`src/hdl/dtp_pkg.sv`:
```
package dtp_pkg;

  // Field widths
  localparam int CharW  = 8;
  localparam int NsW    = 64;
  localparam int FracW  = 30;
  localparam int FcntW  = 4;
  localparam int CountW = 8;

  // Characters and limits
  localparam logic [CharW-1:0]  DotChar   = 8'h2E;
  localparam logic [FcntW-1:0]  FracMax   = 4'd9;
  localparam logic [FcntW-1:0]  FracSat   = 4'd10;
  localparam logic [FcntW-1:0]  FracMilli = 4'd3;
  localparam logic [FcntW-1:0]  FracMicro = 4'd6;
  localparam logic [FcntW-1:0]  FracNano  = 4'd9;
  localparam logic [FcntW-1:0]  FracNone  = 4'd0;
  localparam logic [CountW-1:0] CountMax  = 8'd255;

  // Scale factors for the fraction
  localparam logic [19:0] NsPerMs = 20'd1000000;
  localparam logic [9:0]  NsPerUs = 10'd1000;

  // One seconds digit expressed in nanoseconds
  function automatic logic [NsW-1:0] digit_ns(input logic [3:0] d);
    logic [NsW-1:0] r;
    case (d)
      4'd0: r = 64'd0;
      4'd1: r = 64'd1000000000;
      4'd2: r = 64'd2000000000;
      4'd3: r = 64'd3000000000;
      4'd4: r = 64'd4000000000;
      4'd5: r = 64'd5000000000;
      4'd6: r = 64'd6000000000;
      4'd7: r = 64'd7000000000;
      4'd8: r = 64'd8000000000;
      4'd9: r = 64'd9000000000;
      default: r = 64'd0;
    endcase
    return r;
  endfunction

endpackage

```
`src/hdl/dtp_char_if.sv`:
```
interface dtp_char_if
  import dtp_pkg::*;
();
  logic             valid;
  logic             ready;
  logic [CharW-1:0] char_in;

  modport source (output valid, output char_in, input ready);
  modport sink   (input valid, input char_in, output ready);
endinterface

```
`src/hdl/dtp_result_if.sv`:
```
interface dtp_result_if
  import dtp_pkg::*;
();
  logic              valid;
  logic              ready;
  logic [NsW-1:0]    nanoseconds;
  logic              invalid;
  logic [CharW-1:0]  stop_char;
  logic [CountW-1:0] consumed;

  modport source (output valid, output nanoseconds, output invalid, output stop_char,
                  output consumed, input ready);
  modport sink   (input valid, input nanoseconds, input invalid, input stop_char,
                  input consumed, output ready);
endinterface

```
`src/hdl/decimal_timestamp_parser.sv`:
```
// Decimal timestamp parser.
// char_i takes one ASCII character per transaction. Digits build the integer
// seconds; one '.' opens a fraction of 0, 3, 6 or 9 digits. Any other
// character ends the token and yields one transaction on result_o: the time
// in nanoseconds (modulo 2^64, zero when invalid), the invalid flag, the
// stop character and the saturating count of characters before it.
// Throughput: one character per cycle. Each character updates the token
// state in the cycle it is accepted; the seconds value is kept already
// scaled to nanoseconds (times ten as a shift-add plus a digit table), so
// the stop path is one narrow constant multiply and one 64-bit add.
// Latency: the result is valid the cycle after the stop character is taken.
// The result sits in a single output register. While it waits, char_i stays
// ready if result_o.ready is high in the same cycle; if the receiver stalls,
// char_i drops ready until the result is taken.
// Reset clears the token state and the output valid; the block then waits
// for the first character of a new token.
module decimal_timestamp_parser
  import dtp_pkg::*;
(
  input  logic clk_i,
  input  logic rst_ni,
  dtp_char_if.sink     char_i,
  dtp_result_if.source result_o
);

  // Token state
  logic              in_frac_q,  in_frac_d;
  logic [NsW-1:0]    ns_acc_q,   ns_acc_d;
  logic [FracW-1:0]  frac_acc_q, frac_acc_d;
  logic [FcntW-1:0]  frac_cnt_q, frac_cnt_d;
  logic [CountW-1:0] char_cnt_q, char_cnt_d;

  // Output register
  logic              out_valid_q, out_valid_d;
  logic [NsW-1:0]    out_ns_q;
  logic              out_bad_q;
  logic [CharW-1:0]  out_stop_q;
  logic [CountW-1:0] out_cnt_q;

  logic             in_fire;
  logic             is_digit, is_dot, is_stop;
  logic [3:0]       digit;
  logic             bad;
  logic [FracW-1:0] frac_scaled;
  logic [NsW-1:0]   ns_result;

  assign char_i.ready = !out_valid_q || result_o.ready;
  assign in_fire      = char_i.valid && char_i.ready;

  // Character classes
  assign digit    = char_i.char_in[3:0];
  assign is_digit = (char_i.char_in[7:4] == 4'h3) && (digit < 4'd10);
  assign is_dot   = (char_i.char_in == DotChar);
  assign is_stop  = !is_digit && !(!in_frac_q && is_dot);

  // Result from the stored token
  always_comb begin
    bad = (frac_cnt_q > FracMax) ||
          !((frac_cnt_q == FracNone) || (frac_cnt_q == FracMilli) ||
            (frac_cnt_q == FracMicro) || (frac_cnt_q == FracNano));
    case (frac_cnt_q)
      FracMilli: frac_scaled = FracW'(frac_acc_q[9:0]) * FracW'(NsPerMs);
      FracMicro: frac_scaled = FracW'(frac_acc_q[19:0]) * FracW'(NsPerUs);
      FracNano:  frac_scaled = frac_acc_q;
      default:   frac_scaled = '0;
    endcase
    ns_result = bad ? '0 : ns_acc_q + NsW'(frac_scaled);
  end

  // Token state update
  always_comb begin
    in_frac_d  = in_frac_q;
    ns_acc_d   = ns_acc_q;
    frac_acc_d = frac_acc_q;
    frac_cnt_d = frac_cnt_q;
    char_cnt_d = char_cnt_q;
    if (in_fire) begin
      if (is_stop) begin
        in_frac_d  = 1'b0;
        ns_acc_d   = '0;
        frac_acc_d = '0;
        frac_cnt_d = '0;
        char_cnt_d = '0;
      end else begin
        if (char_cnt_q != CountMax) begin
          char_cnt_d = char_cnt_q + 1'b1;
        end
        if (!is_digit) begin
          in_frac_d = 1'b1;
        end else if (!in_frac_q) begin
          ns_acc_d = (ns_acc_q << 3) + (ns_acc_q << 1) + digit_ns(digit);
        end else begin
          if (frac_cnt_q < FracMax) begin
            frac_acc_d = (frac_acc_q << 3) + (frac_acc_q << 1) + FracW'(digit);
          end
          if (frac_cnt_q < FracSat) begin
            frac_cnt_d = frac_cnt_q + 1'b1;
          end
        end
      end
    end
  end

  // Output valid
  always_comb begin
    out_valid_d = out_valid_q;
    if (result_o.ready) begin
      out_valid_d = 1'b0;
    end
    if (in_fire && is_stop) begin
      out_valid_d = 1'b1;
    end
  end

  always_ff @(posedge clk_i or negedge rst_ni) begin
    if (!rst_ni) begin
      in_frac_q   <= 1'b0;
      ns_acc_q    <= '0;
      frac_acc_q  <= '0;
      frac_cnt_q  <= '0;
      char_cnt_q  <= '0;
      out_valid_q <= 1'b0;
    end else begin
      in_frac_q   <= in_frac_d;
      ns_acc_q    <= ns_acc_d;
      frac_acc_q  <= frac_acc_d;
      frac_cnt_q  <= frac_cnt_d;
      char_cnt_q  <= char_cnt_d;
      out_valid_q <= out_valid_d;
    end
  end

  // Result payload, loaded on the stop character
  always_ff @(posedge clk_i) begin
    if (in_fire && is_stop) begin
      out_ns_q   <= ns_result;
      out_bad_q  <= bad;
      out_stop_q <= char_i.char_in;
      out_cnt_q  <= char_cnt_q;
    end
  end

  assign result_o.valid       = out_valid_q;
  assign result_o.nanoseconds = out_ns_q;
  assign result_o.invalid     = out_bad_q;
  assign result_o.stop_char   = out_stop_q;
  assign result_o.consumed    = out_cnt_q;

  // Checks
  a_stop_gives_result: assert property (@(posedge clk_i) disable iff (!rst_ni)
    (in_fire && is_stop) |=> out_valid_q)
    else $error("stop character did not produce a result");

  a_invalid_zero: assert property (@(posedge clk_i) disable iff (!rst_ni)
    (out_valid_q && out_bad_q) |-> (out_ns_q == '0))
    else $error("invalid result carries a nonzero value");

  a_token_cleared: assert property (@(posedge clk_i) disable iff (!rst_ni)
    (in_fire && is_stop) |=> (char_cnt_q == '0 && frac_cnt_q == '0 && !in_frac_q))
    else $error("token state not cleared after stop character");

  a_frac_cnt_range: assert property (@(posedge clk_i) disable iff (!rst_ni)
    frac_cnt_q <= FracSat)
    else $error("fraction digit count above saturation");

endmodule

```
`src/flat_wrapper.sv`:
```
// flat-port wrapper written by rule: the top's interface ports become plain ports
module decimal_timestamp_parser_flat import dtp_pkg::*;
  (clk_i, rst_ni, char_i_valid, char_i_char_in, char_i_ready, result_o_valid, result_o_nanoseconds, result_o_invalid, result_o_stop_char, result_o_consumed, result_o_ready);
  dtp_char_if char_i_i ();
  dtp_result_if result_o_i ();
  input  logic clk_i;
  input  logic rst_ni;
  input wire logic [$bits(char_i_i.valid)-1:0] char_i_valid;
  input wire logic [$bits(char_i_i.char_in)-1:0] char_i_char_in;
  output wire logic [$bits(char_i_i.ready)-1:0] char_i_ready;
  output wire logic [$bits(result_o_i.valid)-1:0] result_o_valid;
  output wire logic [$bits(result_o_i.nanoseconds)-1:0] result_o_nanoseconds;
  output wire logic [$bits(result_o_i.invalid)-1:0] result_o_invalid;
  output wire logic [$bits(result_o_i.stop_char)-1:0] result_o_stop_char;
  output wire logic [$bits(result_o_i.consumed)-1:0] result_o_consumed;
  input wire logic [$bits(result_o_i.ready)-1:0] result_o_ready;
  assign char_i_i.valid = char_i_valid;
  assign char_i_i.char_in = char_i_char_in;
  assign char_i_ready = char_i_i.ready;
  assign result_o_valid = result_o_i.valid;
  assign result_o_nanoseconds = result_o_i.nanoseconds;
  assign result_o_invalid = result_o_i.invalid;
  assign result_o_stop_char = result_o_i.stop_char;
  assign result_o_consumed = result_o_i.consumed;
  assign result_o_i.ready = result_o_ready;
  decimal_timestamp_parser u_core (.clk_i(clk_i), .rst_ni(rst_ni), .char_i(char_i_i), .result_o(result_o_i));
endmodule
```
`config.mk`:
```
export PLATFORM = sky130hd
export DESIGN_NAME = decimal_timestamp_parser_flat
export DESIGN_NICKNAME = d
export VERILOG_FILES = /design/src/hdl/dtp_pkg.sv /design/src/hdl/dtp_char_if.sv /design/src/hdl/dtp_result_if.sv /design/src/hdl/decimal_timestamp_parser.sv /design/src/flat_wrapper.sv
export SDC_FILE = /design/constraint.sdc
export NUM_CORES = 1
export LEC_CHECK = 0
export ABC_AREA = 1
export CAP_MARGIN = 20
export CORE_ASPECT_RATIO = 1.4
export CORE_MARGIN = 3
export CORE_UTILIZATION = 60
export DETAILED_ROUTE_END_ITERATION = 8
export DONT_BUFFER_PORTS = 1
export PLACE_DENSITY_LB_ADDON = 0.1
export REMOVE_ABC_BUFFERS = 1
export SLEW_MARGIN = 5
export SYNTH_ARGS = -nofsm -noshare
export SYNTH_HDL_FRONTEND = slang
export SYNTH_SLANG_ARGS = --single-unit
```
`constraint.sdc`:
```
create_clock -name clk_i -period 5.2 [get_ports clk_i]
set_input_delay 0.26 -clock clk_i [delete_from_list [all_inputs] [get_ports clk_i]]
set_output_delay 0.26 -clock clk_i [all_outputs]
set_load 0.01 [all_outputs]
```
==> results of run 1 <==
==> metal layers <==
layer  wire length [um]  global-route usage (%)
met1              28100                    39.1
met2              43600                    72.8
met3               5860                    6.69
met4              10700                    38.6
met5                  0                       0
==> metrics by stage <==
stage	hold WS, ns	power, uW	instance area (um2)	TNS, ns
floorplan	-0.0356	1820	23400	-16.78
global placement	-0.0263	1920	25800	-33.22
detailed placement	-0.0264	1930	25800	-39.76
CTS	0.0115	3370	28000	-11.67
global route	0.0578	3460	28800	-29.62
finish	0.0331	3380	28800	-19.95
==> logic make-up after synthesis <==
logic type | synth area share (%)
compound gates | 10.7
xor+xnor | 1.00
fa+ha+maj | 25.8
buf+inv | 11.6
flops | 20.8
simple gates | 30.1
==> synthesized netlist by cell type (37+ instances only) <==
cell and count:
sky130_fd_sc_hd__nand4_1 37, sky130_fd_sc_hd__nand3_1 235, sky130_fd_sc_hd__nor3_1 41, sky130_fd_sc_hd__dfrtp_1 99, sky130_fd_sc_hd__o21ai_0 126, sky130_fd_sc_hd__nand2_1 1025, sky130_fd_sc_hd__edfxtp_1 81, sky130_fd_sc_hd__a21oi_1 210
sky130_fd_sc_hd__fa_1 118, sky130_fd_sc_hd__ha_1 297, sky130_fd_sc_hd__inv_1 670, sky130_fd_sc_hd__nor2_1 298
==> power by group <==
| part | total, uW | leakage, uW | switching, uW | internal (uW) |
|---|---|---|---|---|
| logic | 354 | 0.0129 | 246 | 108 |
| clock network | 1420 | 0.000296 | 731 | 694 |
| registers | 1600 | 0.00218 | 55.7 | 1540 |
==> worst max-delay path, delay by kind of cell (launching register included) <==
kind | cells | cell delay (ns)
buf+inv | 7 | 0.71
flops | 1 | 0.37
compound gates | 3 | 0.57
fa+ha+maj | 7 | 2.87
simple gates | 12 | 1.02
==> sequential cells by signal, indices dropped and copies added, names as in the netlist <==
register / flops
u_core.in_frac_q: 1
u_core.char_cnt_q: 8
u_core.result_o.consumed: 8
u_core.result_o.invalid: 1
u_core.result_o.valid: 1
u_core.result_o.stop_char: 8
u_core.frac_cnt_q: 4
u_core.frac_acc_q: 30
u_core.ns_acc_q: 55
u_core.result_o.nanoseconds: 64
==> how the worst max path moves through the flow <==
stage                          from                         endpoint  slack [ns]  cells after the start
2_1_floorplan  u_core.frac_acc_q[2]  u_core.result_o.nanoseconds[45]       -0.51                     28
3_3_place_gp   u_core.frac_acc_q[1]  u_core.result_o.nanoseconds[37]       -0.80                     26
3_5_place_dp   u_core.frac_acc_q[1]  u_core.result_o.nanoseconds[59]       -0.99                     27
4_1_cts        u_core.frac_acc_q[3]  u_core.result_o.nanoseconds[61]       -0.30                     30
5_1_grt        u_core.frac_acc_q[3]  u_core.result_o.nanoseconds[31]       -0.80                     29
6_report       u_core.frac_acc_q[3]  u_core.result_o.nanoseconds[31]       -0.61                     29
==> repair_timing <==
item | in CTS | in global routing
pin swaps | 99 | 66
resized for setup | 317 | 202
endpoints found under the setup margin | 51 | 51
hold buffers | 10 | 0
setup buffers | 20 | 19
hold endpoints to repair | 108 | 0
==> layout make-up <==
type	count	area (um2)	share of cell area (%)
multi-input cells	2583	17800	61.8
inverters	679	2560	8.90
well taps	522	653	2.27
repair buffers	282	2280	7.92
clock inverters	14	176	0.612
flip-flops and latches	180	4910	17.0
clock buffers	18	429	1.49
==> impl_summary.md, run 1 <==
Final layout
The number of non-filler instances in the completed layout is 4278. The final-layout fill cell count is 2996. Leaving out fill and tap cells, the most frequent cells in the layout are sky130_fd_sc_hd__nand2_1 (932), sky130_fd_sc_hd__inv_1 (631), sky130_fd_sc_hd__ha_1 (258). The library cell used most frequently in the layout, excluding fill and tap cells, is sky130_fd_sc_hd__nand2_1. The number of antenna repair diodes is 0.

Once layout is complete, the utilization of the core stands at 74.7%. The fraction of layout cells with a size suffix above 1 is 19.1%. The area growth from synthesis to layout is 22.3%.

The net count of the finished layout is 4170.

Timing
The max-slew violation total from the final report is 0. For this run, the top clock speed supported by timing is 0.172 GHz. The portion of the clock cycle consumed by the worst path in the final layout is 112%. The post-route minimum period is 5.81 ns. The tightest slew margin relative to the limit is 31.8%.

The total setup violations reported at the end of the flow is 51. In the post-route analysis, the smallest setup slack over all paths is -0.613 ns. Setup repair after global routing could not meet its margin everywhere.

The slew at the pin closest to its max-slew limit is 1.02 ns. The final number of hold-violating endpoints was 0. The worst clock skew is 0.0165 ns.

Power
The total leakage power is 0.0154 uW. The highest ir drop seen on vdd is 224 uV. Dividing total power by cell area gives a power density of 117 nW/um2.

Routing
The first-pass iteration count of the detailed router is 8. The final wirelength is 88.2 mm. The number of routed nets with antenna violations is 0.

The detail-routed net length per standard cell is 20.6 um. The ratio of routed vias to standard cells is 5.94. The count of unresolved DRC violations after routing is 0. In this run, the number of DRC markers left after iteration 0 of detailed routing was 2000. The detailed router placed 25.4k vias in this run.

Critical path
The worst-case register-to-register setup slack is -0.61 ns. The arrival time at the worst endpoint is 6.06 ns. The worst-case reg-to-reg path depth is 29.

The maximum fanout count along the critical path is 8. The slowest cell on the critical path is sky130_fd_sc_hd__fa_1. The most numerous cell on the critical path is sky130_fd_sc_hd__fa_1. The kind of launch point of the worst setup path is a register. STA classifies the critical path endpoint as a register.

The critical path start-end classification is register to register. The largest single stage delay on the critical path is 0.59 ns. The launching point of the worst reg2reg path is u_core.frac_acc_q[3]. STA puts the critical path data required time at 5.45 ns. The end of the worst register-to-register path is u_core.result_o.nanoseconds[31].

Place
Prior to clock tree synthesis, the placed netlist has a worst setup slack of -0.987 ns. The detailed placer's ending HPWL is 67.6 mm. The final weighted congestion of routability-driven global placement is 1.05. Once placement completed, the tool counted placed cells totaling 4199. Buffers placed on the I/O ports in this run total 0.

CTS
The number of clock sinks is 180. The clock tree synthesis step divided the H-tree into 4 levels. The clock passes through at most 2 buffers. The buffer type at the clock tree root is sky130_fd_sc_hd__clkbuf_16.

The clock transition at the register clock pins on the worst setup and hold paths after CTS is 0.09 ns. The insertion delay to the later sink of the worst-skew pair is 0.49 ns. The number of clock buffers added by TritonCTS is 17.

The TritonCTS clock tree is built.

Global route
The via count of the first global-routing pass was 24.9k. The first global-routing pass estimated 131 mm of wire. Summed over all layers, the global routing overflow is 0. The initial antenna violation count is 0. Global routing used 40.4% of the available tracks across all layers.

The maximum number of pins on one net before global-route repair is 100.

Yosys
The total of warnings raised by yosys is 0. Synthesis instantiated 58 different standard cells from the library. Sequential cells were found to cover 20.8% of the synthesized design area. Sorting the synthesized cells by area gives the leading types as sky130_fd_sc_hd__nand2_1 (16%), sky130_fd_sc_hd__ha_1 (16%), sky130_fd_sc_hd__inv_1 (11%). The flip-flop and latch count after synthesis is 180. The main flop type after synthesis is sky130_fd_sc_hd__dfrtp_1. The async set or reset register ratio after synthesis is 55.0%.

The synthesized design devotes to its leading area cell type 16.3% of total area. In this run, synthesis inferred 81 flip-flops with an integrated enable. The most area-hungry cell type in the Yosys netlist is sky130_fd_sc_hd__nand2_1. The number of standard cells after synthesis is 3471.

The post-synthesis average cell area is 6.79 um2. The synthesized netlist occupies a cell area of 23600 um2.

Worst hold path
The path with the worst hold slack has its endpoint at u_core.ns_acc_q[9]. The worst min-delay path class is input port to register. The worst hold path passes through 2 cells. The start point of the worst min-delay path is char_i_char_in[3].

Outcome
The run finished, with violations left. The final reports fail on negative setup slack.

Floorplanning
The overall die area is 41700 um2. The number of placed I/O pins is 95. The core footprint is 38600 um2.

The die is 174 um wide. The total number of placement rows is 85. The effective utilization at floorplan is 61.1%. The vertical die dimension is 241 um.

Flow run
The tool flagged a number of max-cap violations equal to 0.
(Power assumes the default switching activity.)
==> inputs of run 2 (changes only) <==
--- a/config.mk
+++ b/config.mk
@@ -14,6 +14,7 @@
 export DONT_BUFFER_PORTS = 1
 export PLACE_DENSITY_LB_ADDON = 0.1
 export REMOVE_ABC_BUFFERS = 1
+export SKIP_LAST_GASP = 1
 export SLEW_MARGIN = 5
 export SYNTH_ARGS = -nofsm -noshare
 export SYNTH_HDL_FRONTEND = slang
==> constraint.sdc (replaced) <==
create_clock -name clk_i -period 5.2 [get_ports clk_i]
set_input_delay 1.04 -clock clk_i [delete_from_list [all_inputs] [get_ports clk_i]]
set_output_delay 1.04 -clock clk_i [all_outputs]
set_load 0.01 [all_outputs]
==> run 2 against run 1 <==
Net effect: the run still ends with negative setup slack left; sequential power barely moved; clock-buffer cell count decreased by 1; critical path depth down 2; largest power group unchanged; first-iteration DRC count fell by 0.25%; worst hold slack improved by 0.21 ns; design area rose by 1.8%; clock skew is 0.0021 ns lower; die area did not move; register-to-register slack is essentially flat; final cell count decreased by 0.28%; sequential cell count unchanged; wire length rose by 2.5%.
==> impl_summary.md, run 2 (same netlist as run 1, synthesis figures left out) <==
Final layout
The area growth from synthesis to layout is 24.5%. The area used by multi-input combinational logic is 18400 um2. The number of non-filler instances in the completed layout is 4266. The flip-flop count of the largest register after layout is 64. The count of nets after finishing is 4158. The layout has 2820 filler cells.

Leaving out fill and tap cells, the most frequent cell in the layout is sky130_fd_sc_hd__nand2_1. The register area is 4910 um2. The number of antenna diodes in the final layout is 0. The top cell types in the final layout, fill and taps aside, are sky130_fd_sc_hd__nand2_1 (902), sky130_fd_sc_hd__inv_1 (621), sky130_fd_sc_hd__ha_1 (259). The fraction of layout cells with a size suffix above 1 is 21.4%. The final cell utilization of the core is 76.0%.

Timing
The portion of the clock cycle consumed by the worst path in the final layout is 112%. The tightest slew margin relative to the limit is 24.5%. Setup violations remaining at the end of the flow were counted as 51.

Setup repair after global routing could not meet its margin everywhere. The post-route minimum period is 5.82 ns. The final number of hold-violating endpoints was 0. The setup slack of the critical path after layout is -0.616 ns.

The max-slew violation total from the final report came to 0. Adding up every negative setup slack in the final design gives -22.54 ns. At the pin with the least slew margin, the transition time is 1.13 ns. Derived from the worst setup path, the maximum achievable clock frequency is 0.172 GHz. The worst clock skew is 0.0144 ns.

Critical path
Counting both buffers and inverters, the worst setup path holds a total of 4. The launching point of the worst reg2reg path is u_core.frac_acc_q[1]. The data required time of the critical path is 5.51 ns.

At the worst endpoint, the arrival time is 6.12 ns. The critical path crosses 27 cells after its start point. The worst-case reg-to-reg path depth is 27. The critical path is of the register to register type. The kind of cell with the highest combined delay on the critical path is adder cells. The maximum fanout count along the critical path is 4.

For this run, the slowest stage of the critical path takes 0.50 ns. STA classifies the critical path startpoint as a register. On the critical path, the stage with the largest delay is an instance of sky130_fd_sc_hd__fa_1. STA classifies the critical path endpoint as a register.

The worst setup path startpoint is u_core.frac_acc_q[1].

CTS
No sink is reached through more buffers than the 2 on the longest clock path. The number of clock sinks is 180. The TritonCTS clock tree is built.

For the worst-skew pair, the clock arrives at the later sink with an insertion delay of 0.49 ns. The clock transition at the register clock pins on the worst setup and hold paths after CTS is 0.09 ns. The number of CTS-inserted buffers is 17. The buffer type at the clock tree root is sky130_fd_sc_hd__clkbuf_16. CTS built an H-tree with a depth of 4.

Power
The total leakage power is 0.0156 uW. Of the total power, registers draw 47.4%. Summed over all nets, the switching power comes to 1030 uW. The combinational power share is 10.0%. The clock network is responsible for 42.6% of the overall power.

VDD sags by at most 236 uV. The overall power is 3370 uW. Cell internal power was estimated by the tool at 2340 uW.

For this design the ratio of total power to cell area is 115 nW/um2. The switching portion of total power is 30.7%.

Global route
For this run the aggregate overflow at the end of global routing stands at 0. Entering global routing, the biggest net connects 100 pins. The initial antenna violation count is 1. The via count of the first global-routing pass is 25.2k. The wire length of the first global-routing pass is 132 mm. The global router's overall resource usage is 40.7%.

Routing
Dividing the detail-routed wire length by the instance count gives 21.2 um. After detailed routing, the total wire length is 90.4 mm. The first detailed-routing pass took 6 iterations. The number of routed nets with antenna violations is 0. The ratio of routed vias to standard cells is 5.97. The count of unresolved DRC violations after routing is 0.

The detailed router finished its first iteration with 1995 violations. Summing over every cut layer, the via total after detailed routing is 25.5k.

Place
The congestion estimate from routability-driven global placement came to 1.04. Detailed placement finished with a half-perimeter wire length of 67.8 mm. Including well taps, the total number of placed cells is 4192. The count of buffers added on input and output ports is 0.

Floorplanning
The floorplan step defined a die boundary enclosing 41700 um2. The core footprint is 38600 um2. The total number of placement rows is 85.

The horizontal die dimension is 174 um. The vertical die dimension is 241 um. The effective utilization at floorplan is 61.1%. Pin placement for this block handled 95 I/O pins.

Outcome
The checks that failed: negative setup slack. The flow ran to the end, but the final reports show violations.

Flow run
The tool flagged a number of max-cap violations equal to 0.

Worst hold path
The path class of the tightest hold or removal check is input port to asynchronous set/reset pin.
-- run 2: worst register-to-register path, delay by kind of cell, from the launching register on --
family,cells,cell delay [ns]
compound gates,4,0.91
fa+ha+maj,7,2.43
flops,1,0.42
buf+inv,4,0.31
simple gates,12,1.58
-- run 2: worst paths after layout --
check	slack, ns	end
min in group clk_i	0.56	u_core.result_o.consumed[4]
worst max register to register	-0.62	u_core.result_o.nanoseconds[56]
worst max-delay path	-0.62	u_core.result_o.nanoseconds[56]
max in group asynchronous	4.75	u_core.frac_acc_q[3]
worst min register to register	0.56	u_core.result_o.consumed[4]
worst min-delay path	0.24	u_core.ns_acc_q[50]
-- run 2: layout make-up --
type                       instances  share of cell area (%)
clock buffer                      17                    1.45
clock inverter                    15                   0.627
inverter                         679                    8.79
multi-input combinational       2583                    62.7
sequential                       180                    16.7
tap                              522                    2.23
timing repair buffer             270                    7.43
-- run 2: power by group through the flow --
stage	Sequential (uW)	Combinational (uW)	Clock [uW]
6_report	1600	338	1440
5_1_grt	1600	368	1480
4_1_cts	1600	319	1430
3_5_place_dp	1630	304	0
3_3_place_gp	1630	296	0
2_1_floorplan	1610	205	0
-- run 2: through the flow --
stage	area, um2	hold slack [ns]	worst slack (ns)
floorplan	23400	0.449	-0.511
global placement	25800	0.489	-0.864
detailed placement	25800	0.504	-1.10
CTS	27700	0.228	-0.374
global route	29300	0.228	-0.828
finish	29300	0.240	-0.616
-- run 2: repair_timing --
item	CTS	global route
pin swaps	105	165
setup endpoints to repair	51	53
hold endpoints to repair	0	0
setup buffers	21	28
resized for setup	312	370
hold buffers	0	0
-- run 2: routing by layer --
| layer | part of all wire (%) | global-route usage (%) | up-vias |
|---|---|---|---|
| met5 | 0 | 0 | - |
| li1 | - | - | 11600 |
| met3 | 6.6 | 7.27 | 606 |
| met2 | 49 | 72.3 | 1351 |
| met1 | 32 | 39.5 | 11900 |
| met4 | 13 | 39.3 | 0 |
